==> config.mk <==
export PLATFORM = sky130hd
export DESIGN_NAME = stepper_ramp_step_generator_unit_flat
export DESIGN_NICKNAME = d
export VERILOG_FILES = /design/src/rtl/srsg_pkg.sv /design/src/rtl/srsg_in_if.sv /design/src/rtl/srsg_out_if.sv /design/src/rtl/srsg_cfg_if.sv /design/src/rtl/srsg_div.sv /design/src/rtl/stepper_ramp_step_generator_unit.sv /design/src/flat_wrapper.sv
export SDC_FILE = /design/constraint.sdc
export NUM_CORES = 2
export LEC_CHECK = 0
export BUFFER_PORTS_ARGS = -buffer_cell sky130_fd_sc_hd__buf_4
export CAP_MARGIN = 15
export CORE_AREA = 2 2 466 468
export CTS_CLUSTER_SIZE = 8
export DETAILED_ROUTE_END_ITERATION = 6
export DIE_AREA = 0 0 468 470
export GPL_ROUTABILITY_DRIVEN = 0
export SLEW_MARGIN = 0
export SYNTH_ARGS = -nofsm -noshare
export SYNTH_HDL_FRONTEND = slang
export SYNTH_HIERARCHICAL = 1
export SYNTH_SLANG_ARGS = --single-unit
==> constraint.sdc <==
create_clock -name clk -period 11.85 [get_ports clk]
set_clock_uncertainty 0.1 [all_clocks]
set_input_delay 1.7775 -clock clk [delete_from_list [all_inputs] [get_ports clk]]
set_output_delay 1.7775 -clock clk [all_outputs]
set_load 0.05 [all_outputs]
==> src/rtl/srsg_pkg.sv <==
// shared types and constants for the stepper ramp step generator
package srsg_pkg;

  localparam int MAX_PHASES_DEF = 3;
  localparam logic [31:0] TICK_PERIOD_RST = 32'd21475;

  localparam int STEPS_W = 24;
  localparam int VEL_W   = 21;
  localparam int TIME_W  = 48;
  localparam int TP_W    = 32;
  localparam int DIR_W   = 2;

  localparam int DIV_NUM_W = 72;
  localparam int DIV_DEN_W = 52;
  localparam int DIV_CNT_W = 7;

  localparam int MUL_A_W    = 47;
  localparam int MUL_DGT_W  = 16;
  localparam int MUL_DIGITS = 3;
  localparam int PROD_W     = MUL_A_W + TIME_W;
  localparam int PCAP_W     = 51;
  localparam int VQ_W       = 53;

  localparam logic [TIME_W-1:0] MAX48 = '1;
  localparam logic [TIME_W-1:0] MAXACC = {1'b0, {(TIME_W-1){1'b1}}};

  // numerator alignment and iteration counts of the three divisions
  localparam int TF_SHIFT  = 48;
  localparam logic [DIV_CNT_W-1:0] TF_BITS  = 7'd57;
  localparam int ACC_SHIFT = 50;
  localparam logic [DIV_CNT_W-1:0] ACC_BITS = 7'd70;
  localparam logic [DIV_CNT_W-1:0] IV_BITS  = 7'd49;

  typedef struct packed {
    logic signed [STEPS_W-1:0] steps;
    logic signed [VEL_W-1:0]   vi;
    logic signed [VEL_W-1:0]   vf;
  } phase_t;

  typedef struct packed {
    logic                  go;
    logic [DIV_NUM_W-1:0]  num;
    logic [DIV_CNT_W-1:0]  nbits;
    logic [DIV_DEN_W-1:0]  den;
  } div_req_t;

  typedef struct packed {
    logic                  done;
    logic [DIV_NUM_W-1:0]  quo;
  } div_rsp_t;

endpackage

==> src/rtl/srsg_in_if.sv <==
// input channel: phase loads and ticks
interface srsg_in_if;
  logic                                  valid;
  logic                                  ready;
  logic                                  kind;
  logic                                  first_of_list;
  logic signed [srsg_pkg::STEPS_W-1:0]   phase_steps;
  logic signed [srsg_pkg::VEL_W-1:0]     start_velocity;
  logic signed [srsg_pkg::VEL_W-1:0]     end_velocity;

  modport source (output valid, kind, first_of_list, phase_steps, start_velocity,
                  end_velocity, input ready);
  modport sink (input valid, kind, first_of_list, phase_steps, start_velocity,
                end_velocity, output ready);
endinterface

==> src/rtl/srsg_out_if.sv <==
// result channel: one word per tick
interface srsg_out_if;
  logic                                 valid;
  logic                                 ready;
  logic                                 active;
  logic                                 step_pulse;
  logic signed [srsg_pkg::DIR_W-1:0]    direction;
  logic [srsg_pkg::STEPS_W-1:0]         steps_remaining;

  modport source (output valid, active, step_pulse, direction, steps_remaining,
                  input ready);
  modport sink (input valid, active, step_pulse, direction, steps_remaining,
                output ready);
endinterface

==> src/rtl/srsg_cfg_if.sv <==
// configuration write channel for tick_period
interface srsg_cfg_if;
  logic                          valid;
  logic                          ready;
  logic [srsg_pkg::TP_W-1:0]     data;

  modport source (output valid, data, input ready);
  modport sink (input valid, data, output ready);
endinterface

==> src/rtl/srsg_div.sv <==
// iterative restoring divider, one quotient bit per cycle
module srsg_div (
  input  logic               clk,
  input  logic               rst_n,
  input  srsg_pkg::div_req_t req,
  output srsg_pkg::div_rsp_t rsp
);

  logic                              busy_r, busy_nxt;
  logic                              done_r, done_nxt;
  logic [srsg_pkg::DIV_CNT_W-1:0]    cnt_r, cnt_nxt;
  logic [srsg_pkg::DIV_NUM_W-1:0]    num_r, num_nxt;
  logic [srsg_pkg::DIV_NUM_W-1:0]    quo_r, quo_nxt;
  logic [srsg_pkg::DIV_DEN_W-1:0]    den_r, den_nxt;
  logic [srsg_pkg::DIV_DEN_W-1:0]    rem_r, rem_nxt;
  logic [srsg_pkg::DIV_DEN_W:0]      r_sh;
  logic                              ge;

  assign r_sh = {rem_r, num_r[srsg_pkg::DIV_NUM_W-1]};
  assign ge   = r_sh >= {1'b0, den_r};

  always_comb begin
    busy_nxt = busy_r;
    done_nxt = 1'b0;
    cnt_nxt  = cnt_r;
    num_nxt  = num_r;
    quo_nxt  = quo_r;
    den_nxt  = den_r;
    rem_nxt  = rem_r;
    if (req.go) begin
      busy_nxt = 1'b1;
      cnt_nxt  = req.nbits;
      num_nxt  = req.num;
      den_nxt  = req.den;
      quo_nxt  = '0;
      rem_nxt  = '0;
    end else if (busy_r) begin
      rem_nxt = ge ? srsg_pkg::DIV_DEN_W'(r_sh - {1'b0, den_r})
                   : r_sh[srsg_pkg::DIV_DEN_W-1:0];
      quo_nxt = {quo_r[srsg_pkg::DIV_NUM_W-2:0], ge};
      num_nxt = {num_r[srsg_pkg::DIV_NUM_W-2:0], 1'b0};
      cnt_nxt = cnt_r - 1'b1;
      if (cnt_r == srsg_pkg::DIV_CNT_W'(1)) begin
        busy_nxt = 1'b0;
        done_nxt = 1'b1;
      end
    end
  end

  always_ff @(posedge clk) begin
    if (!rst_n) begin
      busy_r <= 1'b0;
      done_r <= 1'b0;
      cnt_r  <= '0;
    end else begin
      busy_r <= busy_nxt;
      done_r <= done_nxt;
      cnt_r  <= cnt_nxt;
    end
    num_r <= num_nxt;
    quo_r <= quo_nxt;
    den_r <= den_nxt;
    rem_r <= rem_nxt;
  end

  assign rsp.done = done_r;
  assign rsp.quo  = quo_r;

endmodule

==> src/rtl/stepper_ramp_step_generator_unit.sv <==
// top level of the single-axis stepper ramp step generator
//
// channels: in_chan takes words of kind load (fills the phase list, a word
// marked first_of_list restarts it) or kind tick (advances one tick).
// out_chan gives one word per tick; a load gives none. cfg_chan writes
// tick_period and is always ready; write it only while the block is idle.
// sequence: a load is taken in the idle state. a tick runs a compare, a
// multiply of acceleration by phase time, a 49-bit pass of the shared
// divider for the step interval and an output step before the next ready.
// a tick that starts a new phase first runs a 57-bit and a 70-bit divide
// (phase time, acceleration) and one more multiply and interval divide.
// a tick after the list has run out goes straight to the output step.
// in_chan.ready is high only while the sequencer is idle; one word at a time.
// reset: all motion state clears, list empty, tick_period returns to 21475.
// stall: the result word holds in the output register until taken; a new
// word is accepted meanwhile, and its result waits for the register to free.
module stepper_ramp_step_generator_unit #(
  parameter int MAX_PHASES = srsg_pkg::MAX_PHASES_DEF
) (
  input  logic        clk,
  input  logic        rst_n,
  srsg_in_if.sink     in_chan,
  srsg_out_if.source  out_chan,
  srsg_cfg_if.sink    cfg_chan
);

  localparam int IdxW = (MAX_PHASES > 1) ? $clog2(MAX_PHASES) : 1;
  localparam int CntW = $clog2(MAX_PHASES + 1);
  localparam int TW   = srsg_pkg::TIME_W;

  typedef enum logic [6:0] {
    ST_IDLE = 7'b0000001,
    ST_TF   = 7'b0000010,
    ST_ACC  = 7'b0000100,
    ST_MUL  = 7'b0001000,
    ST_IV   = 7'b0010000,
    ST_CMP  = 7'b0100000,
    ST_OUT  = 7'b1000000
  } state_t;

  state_t                               state_r, state_nxt;
  logic                                 busy_r, busy_nxt;
  logic                                 start_r, start_nxt;
  logic [1:0]                           dgt_r, dgt_nxt;
  srsg_pkg::phase_t                     store_r [MAX_PHASES];
  srsg_pkg::phase_t                     ent_r, ent_nxt;
  logic [CntW-1:0]                      pidx_r, pidx_nxt;
  logic [CntW-1:0]                      prem_r, prem_nxt;
  logic                                 fin_r, fin_nxt;
  logic [srsg_pkg::STEPS_W-1:0]         left_r, left_nxt;
  logic signed [srsg_pkg::DIR_W-1:0]    dir_r, dir_nxt;
  logic signed [TW-1:0]                 accel_r, accel_nxt;
  logic [TW-1:0]                        ptime_r, ptime_nxt;
  logic [TW-1:0]                        ival_r, ival_nxt;
  logic [TW-1:0]                        accum_r, accum_nxt;
  logic [TW-1:0]                        tf_r, tf_nxt;
  logic [TW-1:0]                        mult_r, mult_nxt;
  logic [srsg_pkg::PROD_W-1:0]          prod_r, prod_nxt;
  logic signed [srsg_pkg::VEL_W-1:0]    runvi_r, runvi_nxt;
  logic [srsg_pkg::TP_W-1:0]            tp_r;
  logic                                 act_r, act_nxt;
  logic                                 pulse_r, pulse_nxt;
  logic                                 ov_r, ov_nxt;
  logic                                 oact_r, oact_nxt;
  logic                                 opulse_r, opulse_nxt;
  logic signed [srsg_pkg::DIR_W-1:0]    odir_r, odir_nxt;
  logic [srsg_pkg::STEPS_W-1:0]         oleft_r, oleft_nxt;

  logic                                 st_we;
  logic [IdxW-1:0]                      st_wa;
  srsg_pkg::phase_t                     in_ent;
  logic [CntW:0]                        fill;

  srsg_pkg::div_req_t                   dreq;
  srsg_pkg::div_rsp_t                   drsp;

  logic [srsg_pkg::STEPS_W-1:0]         steps_mag;
  logic signed [srsg_pkg::VEL_W:0]      vsum, vdiff;
  logic [srsg_pkg::VEL_W:0]             vsum_mag, vdiff_mag;
  logic [srsg_pkg::MUL_A_W-1:0]         accel_mag;
  logic [srsg_pkg::MUL_DGT_W-1:0]       mdigit;
  logic [srsg_pkg::PCAP_W-1:0]          pcap;
  logic signed [srsg_pkg::VQ_W-1:0]     vq;
  logic [srsg_pkg::VQ_W-1:0]            vq_mag;
  logic [TW:0]                          acc_sum, pt_sum;
  logic [TW-1:0]                        acc_sat, pt_sat;
  logic [TW-1:0]                        sat_m;
  logic [TW:0]                          tf_q;

  srsg_div u_div (
    .clk   (clk),
    .rst_n (rst_n),
    .req   (dreq),
    .rsp   (drsp)
  );

  assign in_chan.ready  = (state_r == ST_IDLE);
  assign cfg_chan.ready = 1'b1;

  assign out_chan.valid           = ov_r;
  assign out_chan.active          = oact_r;
  assign out_chan.step_pulse      = opulse_r;
  assign out_chan.direction       = odir_r;
  assign out_chan.steps_remaining = oleft_r;

  assign in_ent.steps = in_chan.phase_steps;
  assign in_ent.vi    = in_chan.start_velocity;
  assign in_ent.vf    = in_chan.end_velocity;
  assign fill         = {1'b0, pidx_r} + {1'b0, prem_r};

  assign steps_mag = ent_r.steps[srsg_pkg::STEPS_W-1] ?
                     srsg_pkg::STEPS_W'(-ent_r.steps) : srsg_pkg::STEPS_W'(ent_r.steps);
  assign vsum      = $signed({ent_r.vf[srsg_pkg::VEL_W-1], ent_r.vf})
                   + $signed({ent_r.vi[srsg_pkg::VEL_W-1], ent_r.vi});
  assign vdiff     = $signed({ent_r.vf[srsg_pkg::VEL_W-1], ent_r.vf})
                   - $signed({ent_r.vi[srsg_pkg::VEL_W-1], ent_r.vi});
  assign vsum_mag  = vsum[srsg_pkg::VEL_W] ? (srsg_pkg::VEL_W+1)'(-vsum)
                                           : (srsg_pkg::VEL_W+1)'(vsum);
  assign vdiff_mag = vdiff[srsg_pkg::VEL_W] ? (srsg_pkg::VEL_W+1)'(-vdiff)
                                            : (srsg_pkg::VEL_W+1)'(vdiff);

  assign accel_mag = accel_r[TW-1] ? srsg_pkg::MUL_A_W'(-accel_r)
                                   : accel_r[srsg_pkg::MUL_A_W-1:0];
  assign mdigit    = mult_r[dgt_r*srsg_pkg::MUL_DGT_W +: srsg_pkg::MUL_DGT_W];

  assign pcap = (prod_r[srsg_pkg::PROD_W-1:32] > (srsg_pkg::PROD_W-32)'(64'd1 << 50)) ?
                srsg_pkg::PCAP_W'(64'd1 << 50) : prod_r[32 +: srsg_pkg::PCAP_W];
  assign vq   = ($signed(srsg_pkg::VQ_W'(runvi_r)) <<< 16)
              + (accel_r[TW-1] ? -$signed({2'b00, pcap}) : $signed({2'b00, pcap}));
  assign vq_mag = vq[srsg_pkg::VQ_W-1] ? srsg_pkg::VQ_W'(-vq) : srsg_pkg::VQ_W'(vq);

  assign acc_sum = {1'b0, accum_r} + (TW+1)'(tp_r);
  assign acc_sat = acc_sum[TW] ? srsg_pkg::MAX48 : acc_sum[TW-1:0];
  assign pt_sum  = {1'b0, ptime_r} + (TW+1)'(tp_r);
  assign pt_sat  = pt_sum[TW] ? srsg_pkg::MAX48 : pt_sum[TW-1:0];

  assign tf_q  = (drsp.quo > srsg_pkg::DIV_NUM_W'(srsg_pkg::MAX48)) ?
                 {1'b0, srsg_pkg::MAX48} : drsp.quo[TW:0];
  assign sat_m = (drsp.quo > srsg_pkg::DIV_NUM_W'(srsg_pkg::MAXACC)) ?
                 srsg_pkg::MAXACC : drsp.quo[TW-1:0];

  always_comb begin
    state_nxt  = state_r;
    busy_nxt   = busy_r;
    start_nxt  = start_r;
    dgt_nxt    = dgt_r;
    ent_nxt    = ent_r;
    pidx_nxt   = pidx_r;
    prem_nxt   = prem_r;
    fin_nxt    = fin_r;
    left_nxt   = left_r;
    dir_nxt    = dir_r;
    accel_nxt  = accel_r;
    ptime_nxt  = ptime_r;
    ival_nxt   = ival_r;
    accum_nxt  = accum_r;
    tf_nxt     = tf_r;
    mult_nxt   = mult_r;
    prod_nxt   = prod_r;
    runvi_nxt  = runvi_r;
    act_nxt    = act_r;
    pulse_nxt  = pulse_r;
    ov_nxt     = ov_r;
    oact_nxt   = oact_r;
    opulse_nxt = opulse_r;
    odir_nxt   = odir_r;
    oleft_nxt  = oleft_r;
    st_we      = 1'b0;
    st_wa      = '0;
    dreq       = '0;

    if (ov_r && out_chan.ready) begin
      ov_nxt = 1'b0;
    end

    case (state_r)
      ST_IDLE: begin
        if (in_chan.valid) begin
          if (!in_chan.kind) begin
            if (in_chan.first_of_list) begin
              st_we    = 1'b1;
              st_wa    = '0;
              pidx_nxt = '0;
              prem_nxt = CntW'(1);
              fin_nxt  = 1'b0;
            end else if (fill < (CntW+1)'(MAX_PHASES)) begin
              st_we    = 1'b1;
              st_wa    = fill[IdxW-1:0];
              prem_nxt = prem_r + 1'b1;
              fin_nxt  = 1'b0;
            end
          end else if (left_r == '0) begin
            if (fin_r || prem_r == '0) begin
              fin_nxt   = 1'b1;
              act_nxt   = 1'b0;
              pulse_nxt = 1'b0;
              state_nxt = ST_OUT;
            end else begin
              ent_nxt   = store_r[pidx_r[IdxW-1:0]];
              state_nxt = ST_TF;
            end
          end else begin
            state_nxt = ST_CMP;
          end
        end
      end

      ST_TF: begin
        if (!busy_r) begin
          if (vsum != '0) begin
            dreq.go    = 1'b1;
            dreq.num   = srsg_pkg::DIV_NUM_W'(steps_mag) << srsg_pkg::TF_SHIFT;
            dreq.nbits = srsg_pkg::TF_BITS;
            dreq.den   = srsg_pkg::DIV_DEN_W'(vsum_mag);
            busy_nxt   = 1'b1;
          end else begin
            tf_nxt    = '0;
            state_nxt = ST_ACC;
          end
        end else if (drsp.done) begin
          tf_nxt    = tf_q[TW-1:0];
          busy_nxt  = 1'b0;
          state_nxt = ST_ACC;
        end
      end

      ST_ACC: begin
        if (!busy_r) begin
          if (tf_r != '0) begin
            dreq.go    = 1'b1;
            dreq.num   = srsg_pkg::DIV_NUM_W'(vdiff_mag) << srsg_pkg::ACC_SHIFT;
            dreq.nbits = srsg_pkg::ACC_BITS;
            dreq.den   = srsg_pkg::DIV_DEN_W'(tf_r);
            busy_nxt   = 1'b1;
          end else begin
            accel_nxt = '0;
          end
        end else if (drsp.done) begin
          busy_nxt  = 1'b0;
          accel_nxt = vdiff[srsg_pkg::VEL_W] ? -$signed(sat_m) : $signed(sat_m);
        end
        if (!busy_r && tf_r == '0 || busy_r && drsp.done) begin
          dir_nxt   = (ent_r.steps > 0) ? 2'sd1 : ((ent_r.steps < 0) ? -2'sd1 : 2'sd0);
          left_nxt  = steps_mag;
          runvi_nxt = ent_r.vi;
          ptime_nxt = '0;
          mult_nxt  = TW'(tp_r);
          dgt_nxt   = 2'(srsg_pkg::MUL_DIGITS - 1);
          start_nxt = 1'b1;
          state_nxt = ST_MUL;
        end
      end

      ST_MUL: begin
        prod_nxt = ((dgt_r == 2'(srsg_pkg::MUL_DIGITS - 1)) ? '0 : (prod_r << 16))
                 + srsg_pkg::PROD_W'(accel_mag * mdigit);
        dgt_nxt  = dgt_r - 1'b1;
        if (dgt_r == '0) begin
          state_nxt = ST_IV;
        end
      end

      ST_IV: begin
        if (!busy_r && vq != '0) begin
          dreq.go    = 1'b1;
          dreq.num   = srsg_pkg::DIV_NUM_W'(1) << (srsg_pkg::DIV_NUM_W - 1);
          dreq.nbits = srsg_pkg::IV_BITS;
          dreq.den   = srsg_pkg::DIV_DEN_W'(vq_mag);
          busy_nxt   = 1'b1;
        end else if (!busy_r || drsp.done) begin
          if (!busy_r) begin
            ival_nxt = start_r ? '0 : (TW'(1) << 32);
          end else begin
            ival_nxt = tf_q[TW-1:0];
          end
          busy_nxt  = 1'b0;
          accum_nxt = acc_sat;
          if (start_r) begin
            pidx_nxt  = pidx_r + 1'b1;
            prem_nxt  = prem_r - 1'b1;
            fin_nxt   = 1'b0;
            start_nxt = 1'b0;
            state_nxt = ST_CMP;
          end else begin
            ptime_nxt = pt_sat;
            act_nxt   = 1'b1;
            state_nxt = ST_OUT;
          end
        end
      end

      ST_CMP: begin
        if (accum_r > ival_r) begin
          accum_nxt = accum_r - ival_r;
          if (left_r != '0) begin
            left_nxt = left_r - 1'b1;
          end
          pulse_nxt = 1'b1;
        end else begin
          pulse_nxt = 1'b0;
        end
        mult_nxt  = ptime_r;
        dgt_nxt   = 2'(srsg_pkg::MUL_DIGITS - 1);
        state_nxt = ST_MUL;
      end

      ST_OUT: begin
        if (!ov_r || out_chan.ready) begin
          ov_nxt     = 1'b1;
          oact_nxt   = act_r;
          opulse_nxt = pulse_r;
          odir_nxt   = dir_r;
          oleft_nxt  = left_r;
          state_nxt  = ST_IDLE;
        end
      end

      default: begin
        state_nxt = ST_IDLE;
      end
    endcase
  end

  always_ff @(posedge clk) begin
    if (!rst_n) begin
      state_r <= ST_IDLE;
      busy_r  <= 1'b0;
      start_r <= 1'b0;
      dgt_r   <= '0;
      pidx_r  <= '0;
      prem_r  <= '0;
      fin_r   <= 1'b0;
      left_r  <= '0;
      dir_r   <= '0;
      accel_r <= '0;
      ptime_r <= '0;
      ival_r  <= '0;
      accum_r <= '0;
      runvi_r <= '0;
      tp_r    <= srsg_pkg::TICK_PERIOD_RST;
      ov_r    <= 1'b0;
    end else begin
      state_r <= state_nxt;
      busy_r  <= busy_nxt;
      start_r <= start_nxt;
      dgt_r   <= dgt_nxt;
      pidx_r  <= pidx_nxt;
      prem_r  <= prem_nxt;
      fin_r   <= fin_nxt;
      left_r  <= left_nxt;
      dir_r   <= dir_nxt;
      accel_r <= accel_nxt;
      ptime_r <= ptime_nxt;
      ival_r  <= ival_nxt;
      accum_r <= accum_nxt;
      runvi_r <= runvi_nxt;
      ov_r    <= ov_nxt;
      if (cfg_chan.valid) begin
        tp_r <= cfg_chan.data;
      end
    end
    ent_r    <= ent_nxt;
    tf_r     <= tf_nxt;
    mult_r   <= mult_nxt;
    prod_r   <= prod_nxt;
    act_r    <= act_nxt;
    pulse_r  <= pulse_nxt;
    oact_r   <= oact_nxt;
    opulse_r <= opulse_nxt;
    odir_r   <= odir_nxt;
    oleft_r  <= oleft_nxt;
    if (st_we) begin
      store_r[st_wa] <= in_ent;
    end
  end

endmodule
==> src/flat_wrapper.sv <==
// flat-port wrapper written by rule: the top's interface ports become plain ports
module stepper_ramp_step_generator_unit_flat 
#(
  parameter int MAX_PHASES = srsg_pkg::MAX_PHASES_DEF
)
  (clk, rst_n, in_chan_valid, in_chan_kind, in_chan_first_of_list, in_chan_phase_steps, in_chan_start_velocity, in_chan_end_velocity, in_chan_ready, out_chan_valid, out_chan_active, out_chan_step_pulse, out_chan_direction, out_chan_steps_remaining, out_chan_ready, cfg_chan_valid, cfg_chan_data, cfg_chan_ready);
  srsg_in_if in_chan_i ();
  srsg_out_if out_chan_i ();
  srsg_cfg_if cfg_chan_i ();
  input  logic clk;
  input  logic rst_n;
  input wire logic [$bits(in_chan_i.valid)-1:0] in_chan_valid;
  input wire logic [$bits(in_chan_i.kind)-1:0] in_chan_kind;
  input wire logic [$bits(in_chan_i.first_of_list)-1:0] in_chan_first_of_list;
  input wire logic [$bits(in_chan_i.phase_steps)-1:0] in_chan_phase_steps;
  input wire logic [$bits(in_chan_i.start_velocity)-1:0] in_chan_start_velocity;
  input wire logic [$bits(in_chan_i.end_velocity)-1:0] in_chan_end_velocity;
  output wire logic [$bits(in_chan_i.ready)-1:0] in_chan_ready;
  output wire logic [$bits(out_chan_i.valid)-1:0] out_chan_valid;
  output wire logic [$bits(out_chan_i.active)-1:0] out_chan_active;
  output wire logic [$bits(out_chan_i.step_pulse)-1:0] out_chan_step_pulse;
  output wire logic [$bits(out_chan_i.direction)-1:0] out_chan_direction;
  output wire logic [$bits(out_chan_i.steps_remaining)-1:0] out_chan_steps_remaining;
  input wire logic [$bits(out_chan_i.ready)-1:0] out_chan_ready;
  input wire logic [$bits(cfg_chan_i.valid)-1:0] cfg_chan_valid;
  input wire logic [$bits(cfg_chan_i.data)-1:0] cfg_chan_data;
  output wire logic [$bits(cfg_chan_i.ready)-1:0] cfg_chan_ready;
  assign in_chan_i.valid = in_chan_valid;
  assign in_chan_i.kind = in_chan_kind;
  assign in_chan_i.first_of_list = in_chan_first_of_list;
  assign in_chan_i.phase_steps = in_chan_phase_steps;
  assign in_chan_i.start_velocity = in_chan_start_velocity;
  assign in_chan_i.end_velocity = in_chan_end_velocity;
  assign in_chan_ready = in_chan_i.ready;
  assign out_chan_valid = out_chan_i.valid;
  assign out_chan_active = out_chan_i.active;
  assign out_chan_step_pulse = out_chan_i.step_pulse;
  assign out_chan_direction = out_chan_i.direction;
  assign out_chan_steps_remaining = out_chan_i.steps_remaining;
  assign out_chan_i.ready = out_chan_ready;
  assign cfg_chan_i.valid = cfg_chan_valid;
  assign cfg_chan_i.data = cfg_chan_data;
  assign cfg_chan_ready = cfg_chan_i.ready;
  stepper_ramp_step_generator_unit #(.MAX_PHASES(MAX_PHASES)) u_core (.clk(clk), .rst_n(rst_n), .in_chan(in_chan_i), .out_chan(out_chan_i), .cfg_chan(cfg_chan_i));
endmodule
==> out/results.ini <==
[run_status]
status = completed

[global_routing]
grt_usage_pct = 23.6
antenna_found_initial = 5
grt_pass1_wl_um = 406000
grt_max_degree = 133
grt-ovfl-total = 0
grt_pass1_vias = 68100

[sta]
rsz0062_at_grt = false
fmax_mhz = 89.3
fin_worst_hold_slack_ps = 341
finalCritPeriodShare_pct = 94.5
setup_slack_ps = 654
worstMarginPinSlew_ps = 1260
hold_viol = 0
finalMaxSlewViolations = 0
final.min_clock_period_ps = 11200
tns_ps = 0
slew-limit-headroom_pct = 16.2
setup_viol = 0

[final_layout]
fin_area_um2 = 94200
nFillCells = 21000
final_nets = 10700
multi_input_area_um2 = 53600
drive_gt1_share_pct = 6.65
synthToLayoutAreaGrowth_pct = 9.99
register_area_um2 = 26700

[placement]
pre_cts_ws_ps = 518
place_area_um2 = 89600
hpwl_um = 202000
port_buffers = 134

[cts]
cts.sinks = 1030
path_clk_slew_ps = 50
clock_latency_ps = 800
cts_buffers = 149
cts_max_level = 4
clockRootBuffer = clkbuf_16
cts_tree = done
cts_buffer_depth = 3

[floorplanning]
rows = 171
boundaryPins = 136
fp.dieW_um = 468
core_um2 = 216000
die_h_um = 470
die_area_um2 = 220000
start_util_pct = 39.7

[worst_setup_path]
crit_top_cell = fa_1
endpoint_kind = flop
critPathRequiredTime_ps = 12370
critical_path_arrival_ps = 11720
max_stage_delay_ps = 580
critPathMaxFanout = 12
critPathKind = reg -> reg
cp_slowest_cell = or4_1
r2r_setup_slack_ps = 650
startpoint_type = flop

[power]
pwr_density_cell_nw_per_um2 = 110
p_leak_nw = 39.4
peakVddDrop_mv = 0.142

[routing]
wl_met2_um = 116000
dr_total_vias = 70300
wl_met3_um = 20500
wl_per_cell_um = 21.1
remaining_drc_errors = 0
first_iter_violations = 6821
final_antenna_net_count = 0
first_pass_iters = 6
wl_um = 264000
met1_length_um = 116000
vias_per_cell = 5.62
highest_layer = met5

[flow_run]
max-cap-violations = 0

[hold_path]
min_path_type = reg -> reg

[synthesis]
syn_area_um2 = 85600
ys_types = 117
postSynthCellCount = 9574
avgSynthCellArea_um2 = 8.94
async_flop_share_pct = 0
yosysWarnings = 6
ys_ff_latch = 1030
synth_top_flop_cell = edfxtp_1
synth_edf_count = 609
ys_seq_area_share_pct = 31.2

## timing repair
action                                  4_1_cts  5_1_grt
hold buffers                                  0        0
buffers inserted                              0        0
gates resized for setup                       0        4
endpoints found under the setup margin        0        4
## layer usage
metal | vias to the layer above | global-route usage [%]
met5 | - | 0
met4 | 2 | 10.4
met3 | 534 | 4.07
met2 | 2780 | 35.8
met1 | 34400 | 32.9
li1 | 32600 | -
## path summary, 6_finish.rpt
check,from,end,depth (start not counted)
max,u_core/accel_r[2],u_core/prod_r[80],30
max reg2reg,u_core/accel_r[2],u_core/prod_r[80],30
min,u_core/pulse_r,u_core/out_chan.step_pulse,0
min reg2reg,u_core/pulse_r,u_core/out_chan.step_pulse,0
## synth_stat cells (all sizes together), types with 14 or more instances
| cell | number | area (um^2) |
|---|---|---|
| and2 | 50 | 313 |
| nand3b | 22 | 178 |
| nor3 | 138 | 701 |
| a21boi | 14 | 105 |
| nor4 | 73 | 484 |
| dfxtp | 421 | 8430 |
| edfxtp | 609 | 18300 |
| a21o | 154 | 1160 |
| o31a | 21 | 185 |
| a22oi | 39 | 293 |
| o31ai | 118 | 905 |
| o211ai | 65 | 493 |
| o21a | 44 | 330 |
| a31o | 14 | 123 |
| o41ai | 22 | 211 |
| ha | 406 | 5080 |
| xor2 | 238 | 2100 |
| nand2 | 1262 | 4740 |
| buf | 85 | 432 |
| nor2 | 1001 | 3760 |
| mux2 | 75 | 845 |
| and3 | 53 | 337 |
| or4 | 37 | 289 |
| a22o | 14 | 123 |
| fa | 683 | 13700 |
| or3 | 64 | 405 |
| o22ai | 30 | 201 |
| mux2i | 224 | 2240 |
| nand4 | 95 | 594 |
| or2 | 20 | 125 |
| clkbuf | 392 | 1470 |
| inv | 1015 | 3810 |
| o21ai | 493 | 2470 |
| o311ai | 27 | 236 |
| a31oi | 67 | 440 |
| nand3 | 174 | 888 |
| xnor2 | 286 | 2500 |
| a211oi | 73 | 563 |
| nor3b | 14 | 110 |
| nor2b | 66 | 413 |
| nand2b | 64 | 400 |
| o21bai | 58 | 435 |
| a21oi | 543 | 2740 |
## cell type report
| class | count | area share [%] |
|---|---|---|
| Timing Repair Buffer | 258 | 2.08 |
| Inverter | 1017 | 4.07 |
| Clock buffer | 230 | 4.35 |
| Antenna cell | 3 | 0.00797 |
| Clock inverter | 17 | 0.412 |
| Multi-Input combinational cell | 7097 | 56.9 |
| Tap cell | 2854 | 3.79 |
| Sequential cell | 1030 | 28.4 |
## layout by cell type (no fill, tap or decap), types with 39 or more instances in the layout
cell type / count
o21bai_1: 58
o31ai_1: 114
nand4_1: 95
nand2_1: 1259
a31oi_1: 65
a21o_1: 154
clkbuf_16: 150
a211oi_1: 70
fa_1: 683
o21a_1: 44
mux2_2: 75
conb_1: 49
nor2b_1: 65
and3_1: 51
nand2b_1: 63
clkbuf_1: 76
buf_4: 256
inv_1: 1007
mux2i_1: 224
or3_1: 63
o211ai_1: 64
nor4_1: 70
xnor2_1: 285
edfxtp_1: 609
nand3_1: 170
nor2_1: 998
a21oi_1: 530
nor3_1: 133
and2_1: 49
xor2_1: 235
dfxtp_1: 417
o21ai_0: 472
ha_1: 405
a22oi_1: 39
## cells by family (layout without fill, tap and decap cells)
logic type	after synthesis	in the layout	share of synthesized area, %
simple gates	3178	3178	16.5
compound gates	1958	1958	14.7
buf+inv	1494	1522	6.68
fa+ha+maj	1089	1089	21.9
flops	1030	1030	31.2
xor+xnor	524	524	5.38
mux	299	299	3.61
other cells	2	52	0.00877
## sequential cells by signal (all words and copies together), names as in the netlist, 21 cells and up
| name | flops |
|---|---|
| u_core/ival_r | 48 |
| u_core/left_r | 24 |
| u_core/u_div/num_r | 72 |
| u_core/prod_r | 95 |
| u_core/u_div/rem_r | 52 |
| u_core/tf_r | 48 |
| u_core/u_div/quo_r | 72 |
| u_core/ent_r | 66 |
| u_core/mult_r | 48 |
| u_core/out_chan.steps_remaining | 24 |
| u_core/ptime_r | 48 |
| u_core/u_div/den_r | 52 |
| u_core/accum_r | 48 |
| u_core/store_r | 198 |
| u_core/accel_r | 48 |
| u_core/tp_r | 32 |
| u_core/runvi_r | 21 |
## metrics by stage
| step | std cells | power, W | util (%) |
|---|---|---|---|
| 2_1_floorplan | 9621 | 0.00581 | - |
| 5_1_grt | 12500 | 0.0109 | 43.7 |
| 3_3_place_gp | 12300 | 0.00633 | 41.6 |
| 6_report | 12500 | 0.0104 | 43.7 |
| 4_1_cts | 12500 | 0.0105 | 43.6 |
| 3_5_place_dp | 12300 | 0.00636 | 41.6 |
## worst max-delay path, delay by kind of cell (launching register included)
kind,cells,cell delay [ps]
and+or+nand+nor,12,4050
adders and majority gates,7,3490
AOI/OAI and AO/OA,6,2210
xor gates and xnor gates,1,470
DFF,1,370
buffers and inverters,4,360
## where the power goes
| part | switching, W | internal [W] | total [W] |
|---|---|---|---|
| Combinational | 0.00133 | 0.000802 | 0.00213 |
| Clock | 0.00169 | 0.00239 | 0.00408 |
| Sequential | 0.000155 | 0.00403 | 0.00419 |
Note: power is estimated with default switching activity, not from simulation.
